### config.mk
export PLATFORM = sky130hd
export DESIGN_NAME = occupancy_mark_fill_upwards_flat
export DESIGN_NICKNAME = d
export VERILOG_FILES = /design/src/rtl/omfu_pkg.sv /design/src/rtl/omfu_stream_if.sv /design/src/rtl/occupancy_mark_fill_upwards.sv /design/src/flat_wrapper.sv
export SDC_FILE = /design/constraint.sdc
export NUM_CORES = 1
export LEC_CHECK = 0
export BUFFER_PORTS_ARGS = -buffer_cell sky130_fd_sc_hd__clkbuf_2
export CORE_MARGIN = 3
export CORE_UTILIZATION = 45
export DETAILED_ROUTE_END_ITERATION = 6
export MAX_ROUTING_LAYER = met4
export PLACE_DENSITY = 0.67
export SETUP_SLACK_MARGIN = 0.15
export SLEW_MARGIN = 20
export SYNTH_ARGS = -nofsm -noshare
export SYNTH_HDL_FRONTEND = slang
export SYNTH_SLANG_ARGS = --single-unit
### constraint.sdc
create_clock -name i_clk -period 2.5 [get_ports i_clk]
set_input_delay 0.5 -clock i_clk [delete_from_list [all_inputs] [get_ports i_clk]]
set_output_delay 0.5 -clock i_clk [all_outputs]
set_load 0.01 [all_outputs]
### src/rtl/omfu_pkg.sv
// Package for the occupancy marker with upward fill.
// Holds the payload types of the input and result channels.
// No dependencies.
`timescale 1ns / 1ps
`default_nettype none

package omfu_pkg;

    typedef struct packed {
        logic signed [15:0] score;
        logic               last_colour;
    } t_in_item;

    typedef struct packed {
        logic [3:0] cell_column;
        logic [3:0] cell_row;
        logic       occupied;
        logic       any_robot;
        logic       frame_done;
    } t_out_item;

endpackage

`default_nettype wire

### src/rtl/omfu_stream_if.sv
// Valid/ready stream channel with a typed payload.
// Payload type is set per instance; typically an omfu_pkg struct.
`timescale 1ns / 1ps
`default_nettype none

interface omfu_stream_if #(
    parameter type t_payload = logic
) ();
    logic     valid;
    logic     ready;
    t_payload payload;

    modport source (output valid, output payload, input ready);
    modport sink   (input valid, input payload, output ready);
endinterface

`default_nettype wire

### src/rtl/occupancy_mark_fill_upwards.sv
// Top level of the occupancy marker with upward fill.
// Depends on omfu_pkg (payload types) and omfu_stream_if (channels).
//
// Channel      Dir   Payload                                        Accept
// i_in         in    score[15:0] signed, last_colour                valid && ready
// o_out        out   cell_column, cell_row, occupied, any_robot,    valid && ready
//                    frame_done
// i_cfg_*      in    score_threshold[15:0] signed                   i_cfg_we
//
// One item per cycle while the input is not stalled: the compare and the per-column valid-bit lookup sit
// between the input handshake and the result register.
// A last-score item yields one result, registered in the cycle after acceptance.
// Input stalls only while the result register is full and not taken.
// Synchronous active-low reset clears the column store, counters and flags.
`timescale 1ns / 1ps
`default_nettype none

module occupancy_mark_fill_upwards #(
    parameter int GRID_WIDTH  = 16,
    parameter int GRID_HEIGHT = 16
) (
    input  wire                 i_clk,
    input  wire                 i_rst_n,
    input  wire                 i_cfg_we,
    input  wire  signed [15:0]  i_cfg_wdata,
    omfu_stream_if.sink         i_in,
    omfu_stream_if.source       o_out
);

    localparam int CW = (GRID_WIDTH  > 1) ? $clog2(GRID_WIDTH)  : 1;
    localparam int RW = (GRID_HEIGHT > 1) ? $clog2(GRID_HEIGHT) : 1;
    localparam logic [CW-1:0] LAST_COL = CW'(GRID_WIDTH - 1);
    localparam logic [RW-1:0] LAST_ROW = RW'(GRID_HEIGHT - 1);

    logic signed [15:0]     r_threshold;
    logic [GRID_WIDTH-1:0]  r_col_valid, n_col_valid;
    logic                   r_cell_hit, n_cell_hit;
    logic [CW-1:0]          r_col, n_col;
    logic [RW-1:0]          r_row, n_row;
    logic                   r_robot_seen, n_robot_seen;
    logic                   r_out_valid, n_out_valid;
    omfu_pkg::t_out_item    r_out, n_out;

    logic                   acc;
    logic                   hit;
    logic                   done;
    logic [31:0]            col_ext;
    logic [31:0]            row_ext;
    omfu_pkg::t_in_item     in_item;

    assign in_item     = i_in.payload;
    assign i_in.ready  = !r_out_valid || o_out.ready;
    assign acc         = i_in.valid && i_in.ready;
    assign hit         = r_cell_hit || (in_item.score < r_threshold);
    assign done        = (r_col == LAST_COL) && (r_row >= LAST_ROW);
    assign col_ext     = 32'(r_col);
    assign row_ext     = 32'(r_row);

    assign o_out.valid   = r_out_valid;
    assign o_out.payload = r_out;

    always_comb begin
        n_col_valid  = r_col_valid;
        n_cell_hit   = r_cell_hit;
        n_col        = r_col;
        n_row        = r_row;
        n_robot_seen = r_robot_seen;
        n_out_valid  = r_out_valid && !o_out.ready;
        n_out        = r_out;
        if (acc) begin
            if (!in_item.last_colour) begin
                n_cell_hit = hit;
            end else begin
                n_out_valid          = 1'b1;
                n_out.cell_column    = col_ext[3:0];
                n_out.cell_row       = row_ext[3:0];
                n_out.occupied       = hit || r_col_valid[r_col];
                n_out.any_robot      = r_robot_seen || hit;
                n_out.frame_done     = done;
                n_cell_hit           = 1'b0;
                if (done) begin
                    n_col_valid  = '0;
                    n_col        = '0;
                    n_row        = '0;
                    n_robot_seen = 1'b0;
                end else begin
                    if (hit) begin
                        n_col_valid[r_col] = 1'b1;
                        n_robot_seen       = 1'b1;
                    end
                    if (r_col == LAST_COL) begin
                        n_col = '0;
                        n_row = r_row + 1'b1;
                    end else begin
                        n_col = r_col + 1'b1;
                    end
                end
            end
        end
    end

    always_ff @(posedge i_clk) begin
        if (!i_rst_n) begin
            r_threshold  <= '0;
            r_col_valid  <= '0;
            r_cell_hit   <= 1'b0;
            r_col        <= '0;
            r_row        <= '0;
            r_robot_seen <= 1'b0;
            r_out_valid  <= 1'b0;
        end else begin
            if (i_cfg_we) begin
                r_threshold <= i_cfg_wdata;
            end
            r_col_valid  <= n_col_valid;
            r_cell_hit   <= n_cell_hit;
            r_col        <= n_col;
            r_row        <= n_row;
            r_robot_seen <= n_robot_seen;
            r_out_valid  <= n_out_valid;
        end
    end

    always_ff @(posedge i_clk) begin
        r_out <= n_out;
    end

    a_frame_clears: assert property (@(posedge i_clk) disable iff (!i_rst_n)
        (acc && in_item.last_colour && done) |=>
            (r_col_valid == '0 && !r_robot_seen && r_col == '0 && r_row == '0))
        else $error("frame state not cleared after last cell");

    a_no_robot_no_occ: assert property (@(posedge i_clk) disable iff (!i_rst_n)
        (r_out_valid && !r_out.any_robot) |-> !r_out.occupied)
        else $error("occupied reported with no robot cell seen");

    a_store_implies_seen: assert property (@(posedge i_clk) disable iff (!i_rst_n)
        (r_col_valid != '0) |-> r_robot_seen)
        else $error("column marked without robot_seen");

    a_partial_no_result: assert property (@(posedge i_clk) disable iff (!i_rst_n)
        (acc && !in_item.last_colour && !r_out_valid) |=> !r_out_valid)
        else $error("result produced for a non-last score");

endmodule

`default_nettype wire

### src/flat_wrapper.sv
// flat-port wrapper written by rule: the top's interface ports become plain ports
module occupancy_mark_fill_upwards_flat 
#(
    parameter int GRID_WIDTH  = 16,
    parameter int GRID_HEIGHT = 16
)
  (i_clk, i_rst_n, i_cfg_we, i_cfg_wdata, i_in_valid, i_in_payload, i_in_ready, o_out_valid, o_out_payload, o_out_ready);
  omfu_stream_if #(.t_payload(omfu_pkg::t_in_item)) i_in_i ();
  omfu_stream_if #(.t_payload(omfu_pkg::t_out_item)) o_out_i ();
  input  wire i_clk;
  input  wire i_rst_n;
  input  wire i_cfg_we;
  input  wire  signed [15:0] i_cfg_wdata;
  input wire logic [$bits(i_in_i.valid)-1:0] i_in_valid;
  input wire logic [$bits(i_in_i.payload)-1:0] i_in_payload;
  output wire logic [$bits(i_in_i.ready)-1:0] i_in_ready;
  output wire logic [$bits(o_out_i.valid)-1:0] o_out_valid;
  output wire logic [$bits(o_out_i.payload)-1:0] o_out_payload;
  input wire logic [$bits(o_out_i.ready)-1:0] o_out_ready;
  assign i_in_i.valid = i_in_valid;
  assign i_in_i.payload = i_in_payload;
  assign i_in_ready = i_in_i.ready;
  assign o_out_valid = o_out_i.valid;
  assign o_out_payload = o_out_i.payload;
  assign o_out_i.ready = o_out_ready;
  occupancy_mark_fill_upwards #(.GRID_WIDTH(GRID_WIDTH), .GRID_HEIGHT(GRID_HEIGHT)) u_core (.i_clk(i_clk), .i_rst_n(i_rst_n), .i_cfg_we(i_cfg_we), .i_cfg_wdata(i_cfg_wdata), .i_in(i_in_i), .o_out(o_out_i));
endmodule
## Word level (Yosys, flattened, before mapping)

Index checks and enable logic that the tools add are counted.

| word-level totals | value |
|---|---|
| memories | 0 |
| bits in writable memories | 0 |
| latch bits | 0 |
| bits in registers | 54 |
| memory bits (read-only) | 0 |

| cells by class | value |
|---|---|
| add/sub/neg operators | 2 |
| equality and inequality tests | 1 |
| $mul | 0 |
| shift operators | 0 |
| mux-type cells | 15 |
| reductions and logical operators | 15 |
| $lt $le $gt $ge | 4 |
| divide/modulo/power cells | 0 |
| bitwise operators | 1 |

Operators with widths:

| cell | count |
|---|---|
| 16-bit 2-to-1 mux | 2 |
| 16-bit < comparator | 1 |
| 4-bit 2-to-1 mux | 4 |
| 16-bit bitwise OR | 1 |
| 4-bit by 1-bit adder with 4-bit output (second input constant) | 2 |
| 1-bit 2-to-1 mux | 7 |
| 3-bit AND reduction | 2 |
| 4-bit by 5-bit < comparator with 1-bit output (second input constant) | 1 |
| 1-bit binary-select mux with 4-bit select | 1 |
| 1-bit demux with 4-bit select | 1 |
| 4-bit == test (second input constant) | 1 |
| 4-bit by 1-bit greater-or-equal comparator with 1-bit output (second input constant) | 1 |
| 4-bit greater-or-equal comparator (second input constant) | 1 |
| 1-bit logical AND | 4 |
| 1-bit logical OR | 4 |
| 2-bit nonzero test | 2 |
| 1-bit zero test | 2 |
| 2-bit AND reduction | 1 |

## Depth between registers and ports, before layout

Gate-level depths: netlist of the first run.

| depth | value |
|---|---|
| depth in word-level cells | 7 |
| depth in mapped cells | 10 |

## Worst setup path before layout of the first run

No wires, ideal clock.

| timing | value |
|---|---|
| path kind | input port to flip-flop |
| start | in i_in_payload[16] |
| end | reg u_core.r_out (netlist bit u_core.o_out.payload[1]), data pin |
| slack | 0.315 ns |
| cell stages on the path | 8 |
| setup time | 0.262 ns |
| arrival | 1.923 ns |
| cells stage by stage | ha_1 > clkbuf_2 > nand4_1 > nor3_2 > a31oi_4 > nand3_2 > o211ai_1 > or2_2 |

| on the way | value |
|---|---|
| word-level cells in the longest chain between the ends | 3 |

Ends and longest elaborated chain:

| element | line | text |
|---|---|---|
| from (decl) | flat_wrapper.sv:15 | `input wire logic [$bits(i_in_i.payload)-1:0] i_in_payload;` |
| 16-bit < comparator | occupancy_mark_fill_upwards.sv:54 | `assign hit = r_cell_hit \|\| (in_item.score < r_threshold);` |
| 1-bit logical OR | occupancy_mark_fill_upwards.sv:54 |  |
| 1-bit logical OR | occupancy_mark_fill_upwards.sv:78 | `n_out.any_robot = r_robot_seen \|\| hit;` |
| to (signal assigned) | occupancy_mark_fill_upwards.sv:125 | `r_out <= n_out;` |
| to (decl) | occupancy_mark_fill_upwards.sv:42 | `omfu_pkg::t_out_item r_out, n_out;` |

No other way between the ends.
A chain may end at the register's enable or synchronous reset.

## Worst setup path after layout of the first run

| timing | value |
|---|---|
| start | reg u_core.r_col[0] |
| end | reg u_core.r_out (netlist bit u_core.o_out.payload[2]), data pin |

| on the way | value |
|---|---|
| word-level cells in the longest chain between the ends | 3 |

Ends and longest elaborated chain:

| element | line | text |
|---|---|---|
| from (decl) | occupancy_mark_fill_upwards.sv:38 | `logic [CW-1:0] r_col, n_col;` |
| from (signal assigned) | occupancy_mark_fill_upwards.sv:117 | `r_col <= n_col;` |
| 1-bit binary-select mux with 4-bit select | occupancy_mark_fill_upwards.sv:77 | `n_out.occupied = hit \|\| r_col_valid[r_col];` |
| 1-bit 2-to-1 mux (implied by the code) | occupancy_mark_fill_upwards.sv:77 |  |
| 1-bit logical OR | occupancy_mark_fill_upwards.sv:77 |  |

No other way between the ends. The select of a mux whose other input is x is not followed.

==> flow_summary_export.csv, run 1 <==
group,metric,value,unit
die,start_util,0.475,
die,die-area,6920,um^2
synthesis,ys_async_sr_fraction,0,
die,core,5640,um^2
detailed_routing,dr.pass1.iters,4,
final_layout,num-fill-cells,498,
final_layout,drive_gt1_frac,0.293,
timing,final_hold_viol_count,0,
clock_network,cts_setup_buffers,0,
status,outcome,"completed",
global_route,grt_overflow,0,
timing,fin_crit_sh,0.879,
die,io_pins,51,
detailed_routing,wirelength,5.25,mm
detailed_routing,drc_errors,0,
synthesis,synth_seq_cells,54,
die,die_y,83.2,um
synthesis,yosysUniqueCellTypes,45,
synthesis,synth_top_area_share,0.321,
die,rows,27,
timing,setup-violations-final,0,
timing,slew_headroom,0.508,
final_layout,diodes,0,
clock_network,cts_tree,"built",
timing,fmax,455,MHz
global_route,grt_pass1_wl,9.17,mm
power,peakVddDrop,0.375,mV
synthesis,synth_area_leader_cell,"dfxtp_1",
placement,place.gp.congestion,0.823,
global_route,antenna_found_initial,0,
placement,place_hpwl,3.84,mm
synthesis,synth_area,2680,um^2
global_route,grt_usage,0.170,
timing,fin_crit,2200,ps
timing,worst_slew_pin_slew,734,ps
die,die_x,83.2,um
clock_network,clock_sinks,54,
clock_network,ctsHoldBuffers,0,
critical_path,cp-start-kind,"flop",
hold_path,hp-class,"input port to flop",
synthesis,syn_nets,303,
clock_network,ctsResizeCount,0,
detailed_routing,vias,1885,
critical_path,crit_arrival,2260,ps
critical_path,r2r-start,"u_core.r_col[0]$_SDFFE_PN0P_",
final_layout,area_delta_synth_final,16.7,%
power,p_total,1.76,mW
global_route,grt_max_degree,23,
detailed_routing,drt_iter0_markers,101,
hold_path,min_from,"i_cfg_wdata[11]",
critical_path,cp_max_fo,10,
timing,drv_slew,0,
power,power_density,563,nW/um^2
timing,rsz0062_at_grt,"false",
clock_network,cts_buffer_depth,2,
placement,io_buffer_count,50,
synthesis,synth_top_flop_cell,"dfxtp_1",
timing,tns,0,ps
clock_network,worstSkewPairLatency,310,ps
synthesis,post_synth.cell_area_avg,10.9,um^2
timing,fin_worst_skew,8.70,ps
detailed_routing,ant_nets,0,
synthesis,synthCells,245,
clock_network,cts-buffers-inserted,5,
critical_path,cp-startpoint,"u_core.r_col[0]$_SDFFE_PN0P_",
clock_network,clk_pin_slew,90,ps
clock_network,cts_root_buf,"clkbuf_8",
synthesis,synth_seq_area_share,0.444,
detailed_routing,vias_per_cell,5.07,
synthesis,synth_edf_count,11,
clock_network,htree_levels,2,
global_route,grt_pass1_vias,1968,
critical_path,worstRegToRegCells,3,
final_layout,nets,357,
detailed_routing,avgRoutedWirePerCell,14.1,um
synthesis,ys_warn_count,0,
hold_path,holdPathStages,3,
synthesis,synth_common_cells,"dfxtp_1, nor2_1, ha_1",
synthesis,synth_area_leaders,"dfxtp_1, edfxtp_1, ha_1, mux2i_1, mux4_1",
critical_path,endpoint_kind,"flop",
synthesis,yosysMostFrequentCell,"dfxtp_1",
critical_path,crit_type,"flop to flop",
run,maxCapViolCount,0,
critical_path,required,2570,ps
power,p_leak,1.43,nW
## report_power, final
part | internal (mW) | switching [mW] | leakage (nW) | total [mW]
sequential | 0.921 | 0.0185 | 0.452 | 0.940
combinational | 0.113 | 0.133 | 0.922 | 0.246
clock | 0.299 | 0.278 | 0.0514 | 0.577
total | 1.33 | 0.429 | 1.43 | 1.76
## layout by cell type (no fill, tap or decap), types with 2 or more instances in the layout
cell,netlist,final
mux2i_1,17,17
nor2b_1,2,2
ha_1,20,20
xnor2_1,2,2
clkbuf_2,1,50
clkbuf_8,0,5
and2_1,2,2
a32o_1,2,2
xor2_1,4,4
nand4_1,7,7
mux4_1,4,4
nor3_2,1,2
and4_1,2,2
a22o_1,4,4
nand2_1,8,8
edfxtp_1,11,11
nand2b_1,3,3
buf_4,0,10
a22o_2,10,10
and3_1,15,15
dfxtp_1,43,43
nor2_1,24,24
o21ai_0,3,3
o21a_1,2,2
inv_1,19,19
a21oi_1,9,9
## metal layers
layer,track usage,up-vias,share of wire
met5,-,-,0
met4,0.0713,0,0.019
met3,0.0456,6,0.045
met2,0.249,35,0.44
met1,0.223,856,0.49
li1,-,988,-
## final cells by class
type,instances,area (um^2),share of cell area
Tap cell,72,90.1,0.0288
Inverter,20,75.1,0.0240
Multi-Input combinational cell,158,1340,0.428
Clock buffer,6,72.6,0.0232
Clock inverter,2,37.5,0.0120
Timing Repair Buffer,60,325,0.104
Sequential cell,54,1190,0.380
## cells by family (layout without fill, tap and decap cells)
| kind of cell | Yosys count | after routing | share of synthesized area |
|---|---|---|---|
| AO/OA/AOI/OAI | 37 | 37 | 0.121 |
| XOR/XNOR | 6 | 6 | 0.0196 |
| multiplexers | 22 | 22 | 0.111 |
| AND/OR/NAND/NOR | 73 | 73 | 0.153 |
| adder cells (fa/ha/maj) | 20 | 20 | 0.0933 |
| flip-flops | 54 | 54 | 0.444 |
| buffers and inverters | 33 | 88 | 0.0588 |
## sequential cells by signal (all words and copies together) (netlist names), named ones only
name	count
u_core.o_out.payload	11
u_core.o_out.valid	1
u_core.r_cell_hit	1
u_core.r_col	4
u_core.r_col_valid	15
u_core.r_robot_seen	1
u_core.r_row	4
u_core.r_threshold	16
## critical path, stage by stage (launching register included)
cell and delay, ps:
dfxtp_1 640, mux4_1 650, mux4_2 450, or2_1 210
## metrics by stage
stage / hold WS (ps) / instances / cell area [um^2] / utilization / worst slack (ps)
floorplan: 403 / 245 / 2680 / - / 315
global placement: 442 / 364 / 3020 / 0.534 / 201
detailed placement: 450 / 364 / 3020 / 0.535 / 175
CTS: 411 / 372 / 3130 / 0.555 / 320
global route: 432 / 372 / 3130 / 0.555 / 219
finish: 426 / 372 / 3130 / 0.555 / 303
## final timing paths
path                                                       endpoint  slack, ps
worst max-delay path              u_core.o_out.payload[2]$_DFFE_PP_        300
worst min-delay path            u_core.r_threshold[11]$_SDFFE_PN0P_        430
worst max register to register    u_core.o_out.payload[2]$_DFFE_PP_        300
worst min register to register  u_core.r_col_valid[12]$_SDFFE_PN0P_        470
(Power assumes the default switching activity.)
==> run 2, diff against run 1 <==
--- a/config.mk
+++ b/config.mk
@@ -5,12 +5,12 @@
 export SDC_FILE = /design/constraint.sdc
 export NUM_CORES = 1
 export LEC_CHECK = 0
-export BUFFER_PORTS_ARGS = -buffer_cell sky130_fd_sc_hd__clkbuf_2
+export BUFFER_PORTS_ARGS = -buffer_cell sky130_fd_sc_hd__buf_4
 export CORE_MARGIN = 3
-export CORE_UTILIZATION = 45
+export CORE_UTILIZATION = 55
 export DETAILED_ROUTE_END_ITERATION = 6
 export MAX_ROUTING_LAYER = met4
-export PLACE_DENSITY = 0.67
+export PLACE_DENSITY = 0.79
 export SETUP_SLACK_MARGIN = 0.15
 export SLEW_MARGIN = 20
 export SYNTH_ARGS = -nofsm -noshare
==> flow_summary_export.csv, run 2 (synthesis results as in run 1) <==
group,metric,value,unit
timing,drv_slew,0,
timing,slew_headroom,0.487,
timing,fin_worst_skew,12.2,ps
clock_network,cts_setup_buffers,0,
placement,place.gp.congestion,0.777,
clock_network,clk_pin_slew,110,ps
final_layout,layout.cells.non_filler,361,
critical_path,crit_arrival,2220,ps
detailed_routing,drc_errors,0,
run,maxCapViolCount,0,
global_route,antenna_found_initial,0,
die,rows,24,
timing,fmax,465,MHz
detailed_routing,wirelength,5.31,mm
critical_path,path_delay_family,"multiplexers",
timing,final_hold_viol_count,0,
detailed_routing,ant_nets,0,
clock_network,ctsResizeCount,0,
final_layout,diodes,0,
die,die_y,75.8,um
critical_path,cp_cell_sequence,"mux4_1 > mux4_2 > or2_1",
final_layout,area_delta_synth_final,19.4,%
critical_path,required,2570,ps
hold_path,holdPathStages,3,
final_layout,final_common_cell,"buf_4",
power,p_leak,1.43,nW
clock_network,clock_sinks,54,
global_route,grt_overflow,0,
critical_path,slowest_delay,620,ps
clock_network,worstSkewPairLatency,310,ps
final_layout,top_register,"u_core.r_threshold",
global_route,grt_pass1_vias,1861,
clock_network,cts-buffers-inserted,5,
final_layout,nets,353,
die,die-area,5750,um^2
critical_path,worstRegToRegCells,3,
global_route,grt_max_degree,23,
clock_network,cts_root_buf,"clkbuf_8",
timing,fin_crit,2150,ps
die,start_util,0.592,
die,io_pins,51,
timing,tns,0,ps
clock_network,cts_buffer_depth,2,
detailed_routing,dr.pass1.iters,4,
placement,place_hpwl,3.92,mm
clock_network,htree_levels,2,
global_route,grt_pass1_wl,8.49,mm
critical_path,cp_max_fo,10,
global_route,grt_usage,0.200,
final_layout,mostFrequentLayoutCells,"buf_4, dfxtp_1, nor2_1, ha_1, inv_1",
critical_path,cpMaxStageDelayCell,"mux4_1",
final_layout,largest_reg_flops,16,
clock_network,cts_tree,"built",
die,die_x,75.8,um
critical_path,cp-start-kind,"flop",
critical_path,endpoint_kind,"flop",
detailed_routing,avgRoutedWirePerCell,14.7,um
placement,dp_cells,353,
placement,io_buffer_count,50,
timing,fin_crit_sh,0.860,
hold_path,hp-class,"input port to flop",
detailed_routing,vias,1967,
power,power_density,535,nW/um^2
critical_path,cp.depth,3,
power,p_total,1.71,mW
timing,setup-violations-final,0,
detailed_routing,vias_per_cell,5.45,
status,outcome,"completed",
clock_network,ctsHoldBuffers,0,
power,peakVddDrop,0.371,mV
timing,worst_slew_pin_slew,765,ps
critical_path,path_buf_inv,0,
detailed_routing,drt_iter0_markers,123,
critical_path,crit_type,"flop to flop",
die,core,4530,um^2
timing,rsz0062_at_grt,"false",
final_layout,drive_gt1_frac,0.287,
## run 2: changes by cell type in the layout (fill, tap and decap cells not counted), sizes merged
cell,before,now
clkbuf,56,5
buf,10,56
inv,20,22
bufinv,1,0
clkinv,0,1
clkinvlp,1,0
## run 2: metrics by stage
step                utilization  worst slack (ps)  area, um^2  hold slack (ps)
finish                    0.706               350        3200              428
global route              0.706               203        3200              436
CTS                       0.706               358        3200              424
detailed placement        0.685               131        3110              464
global placement          0.684              66.6        3100              456
floorplan                     -               315        2680              403
## run 2: final cells by class
class                           instances  area (um^2)
Inverter                               20         75.1
Fill cell                             345         1330
Multi-Input combinational cell        158         1340
Timing Repair Buffer                   56          420
Clock buffer                            5         68.8
Sequential cell                        54         1190
Clock inverter                          3         26.3
Tap cell                               65         81.3
## run 2: power by group
| part | switching [mW] | total [mW] | internal [mW] |
|---|---|---|---|
| registers | 0.0192 | 0.941 | 0.921 |
| logic | 0.136 | 0.269 | 0.133 |
| clock network | 0.297 | 0.503 | 0.207 |
## run 2: worst min-delay path: cells and delay by family
| kind | cells | cell delay, ps |
|---|---|---|
| muxes | 1 | 50 |
| buffers and inverters | 1 | 80 |
| and+or+nand+nor | 1 | 70 |
## run 2: layer usage
layer  GRT usage  wire length [um]
met1       0.276              2530
met2       0.307              2510
met3      0.0277               211
met4      0.0602                55
met5           -                 0
## run 2: path summary, 6_finish.rpt
path              slack, ps                                start                                  end
setup / recovery        350         u_core.r_col[0]$_SDFFE_PN0P_    u_core.o_out.payload[2]$_DFFE_PP_
hold / removal          430                      i_cfg_wdata[11]  u_core.r_threshold[11]$_SDFFE_PN0P_
setup reg to reg        350         u_core.r_col[0]$_SDFFE_PN0P_    u_core.o_out.payload[2]$_DFFE_PP_
hold reg to reg         490  u_core.r_col_valid[13]$_SDFFE_PN0P_  u_core.r_col_valid[13]$_SDFFE_PN0P_
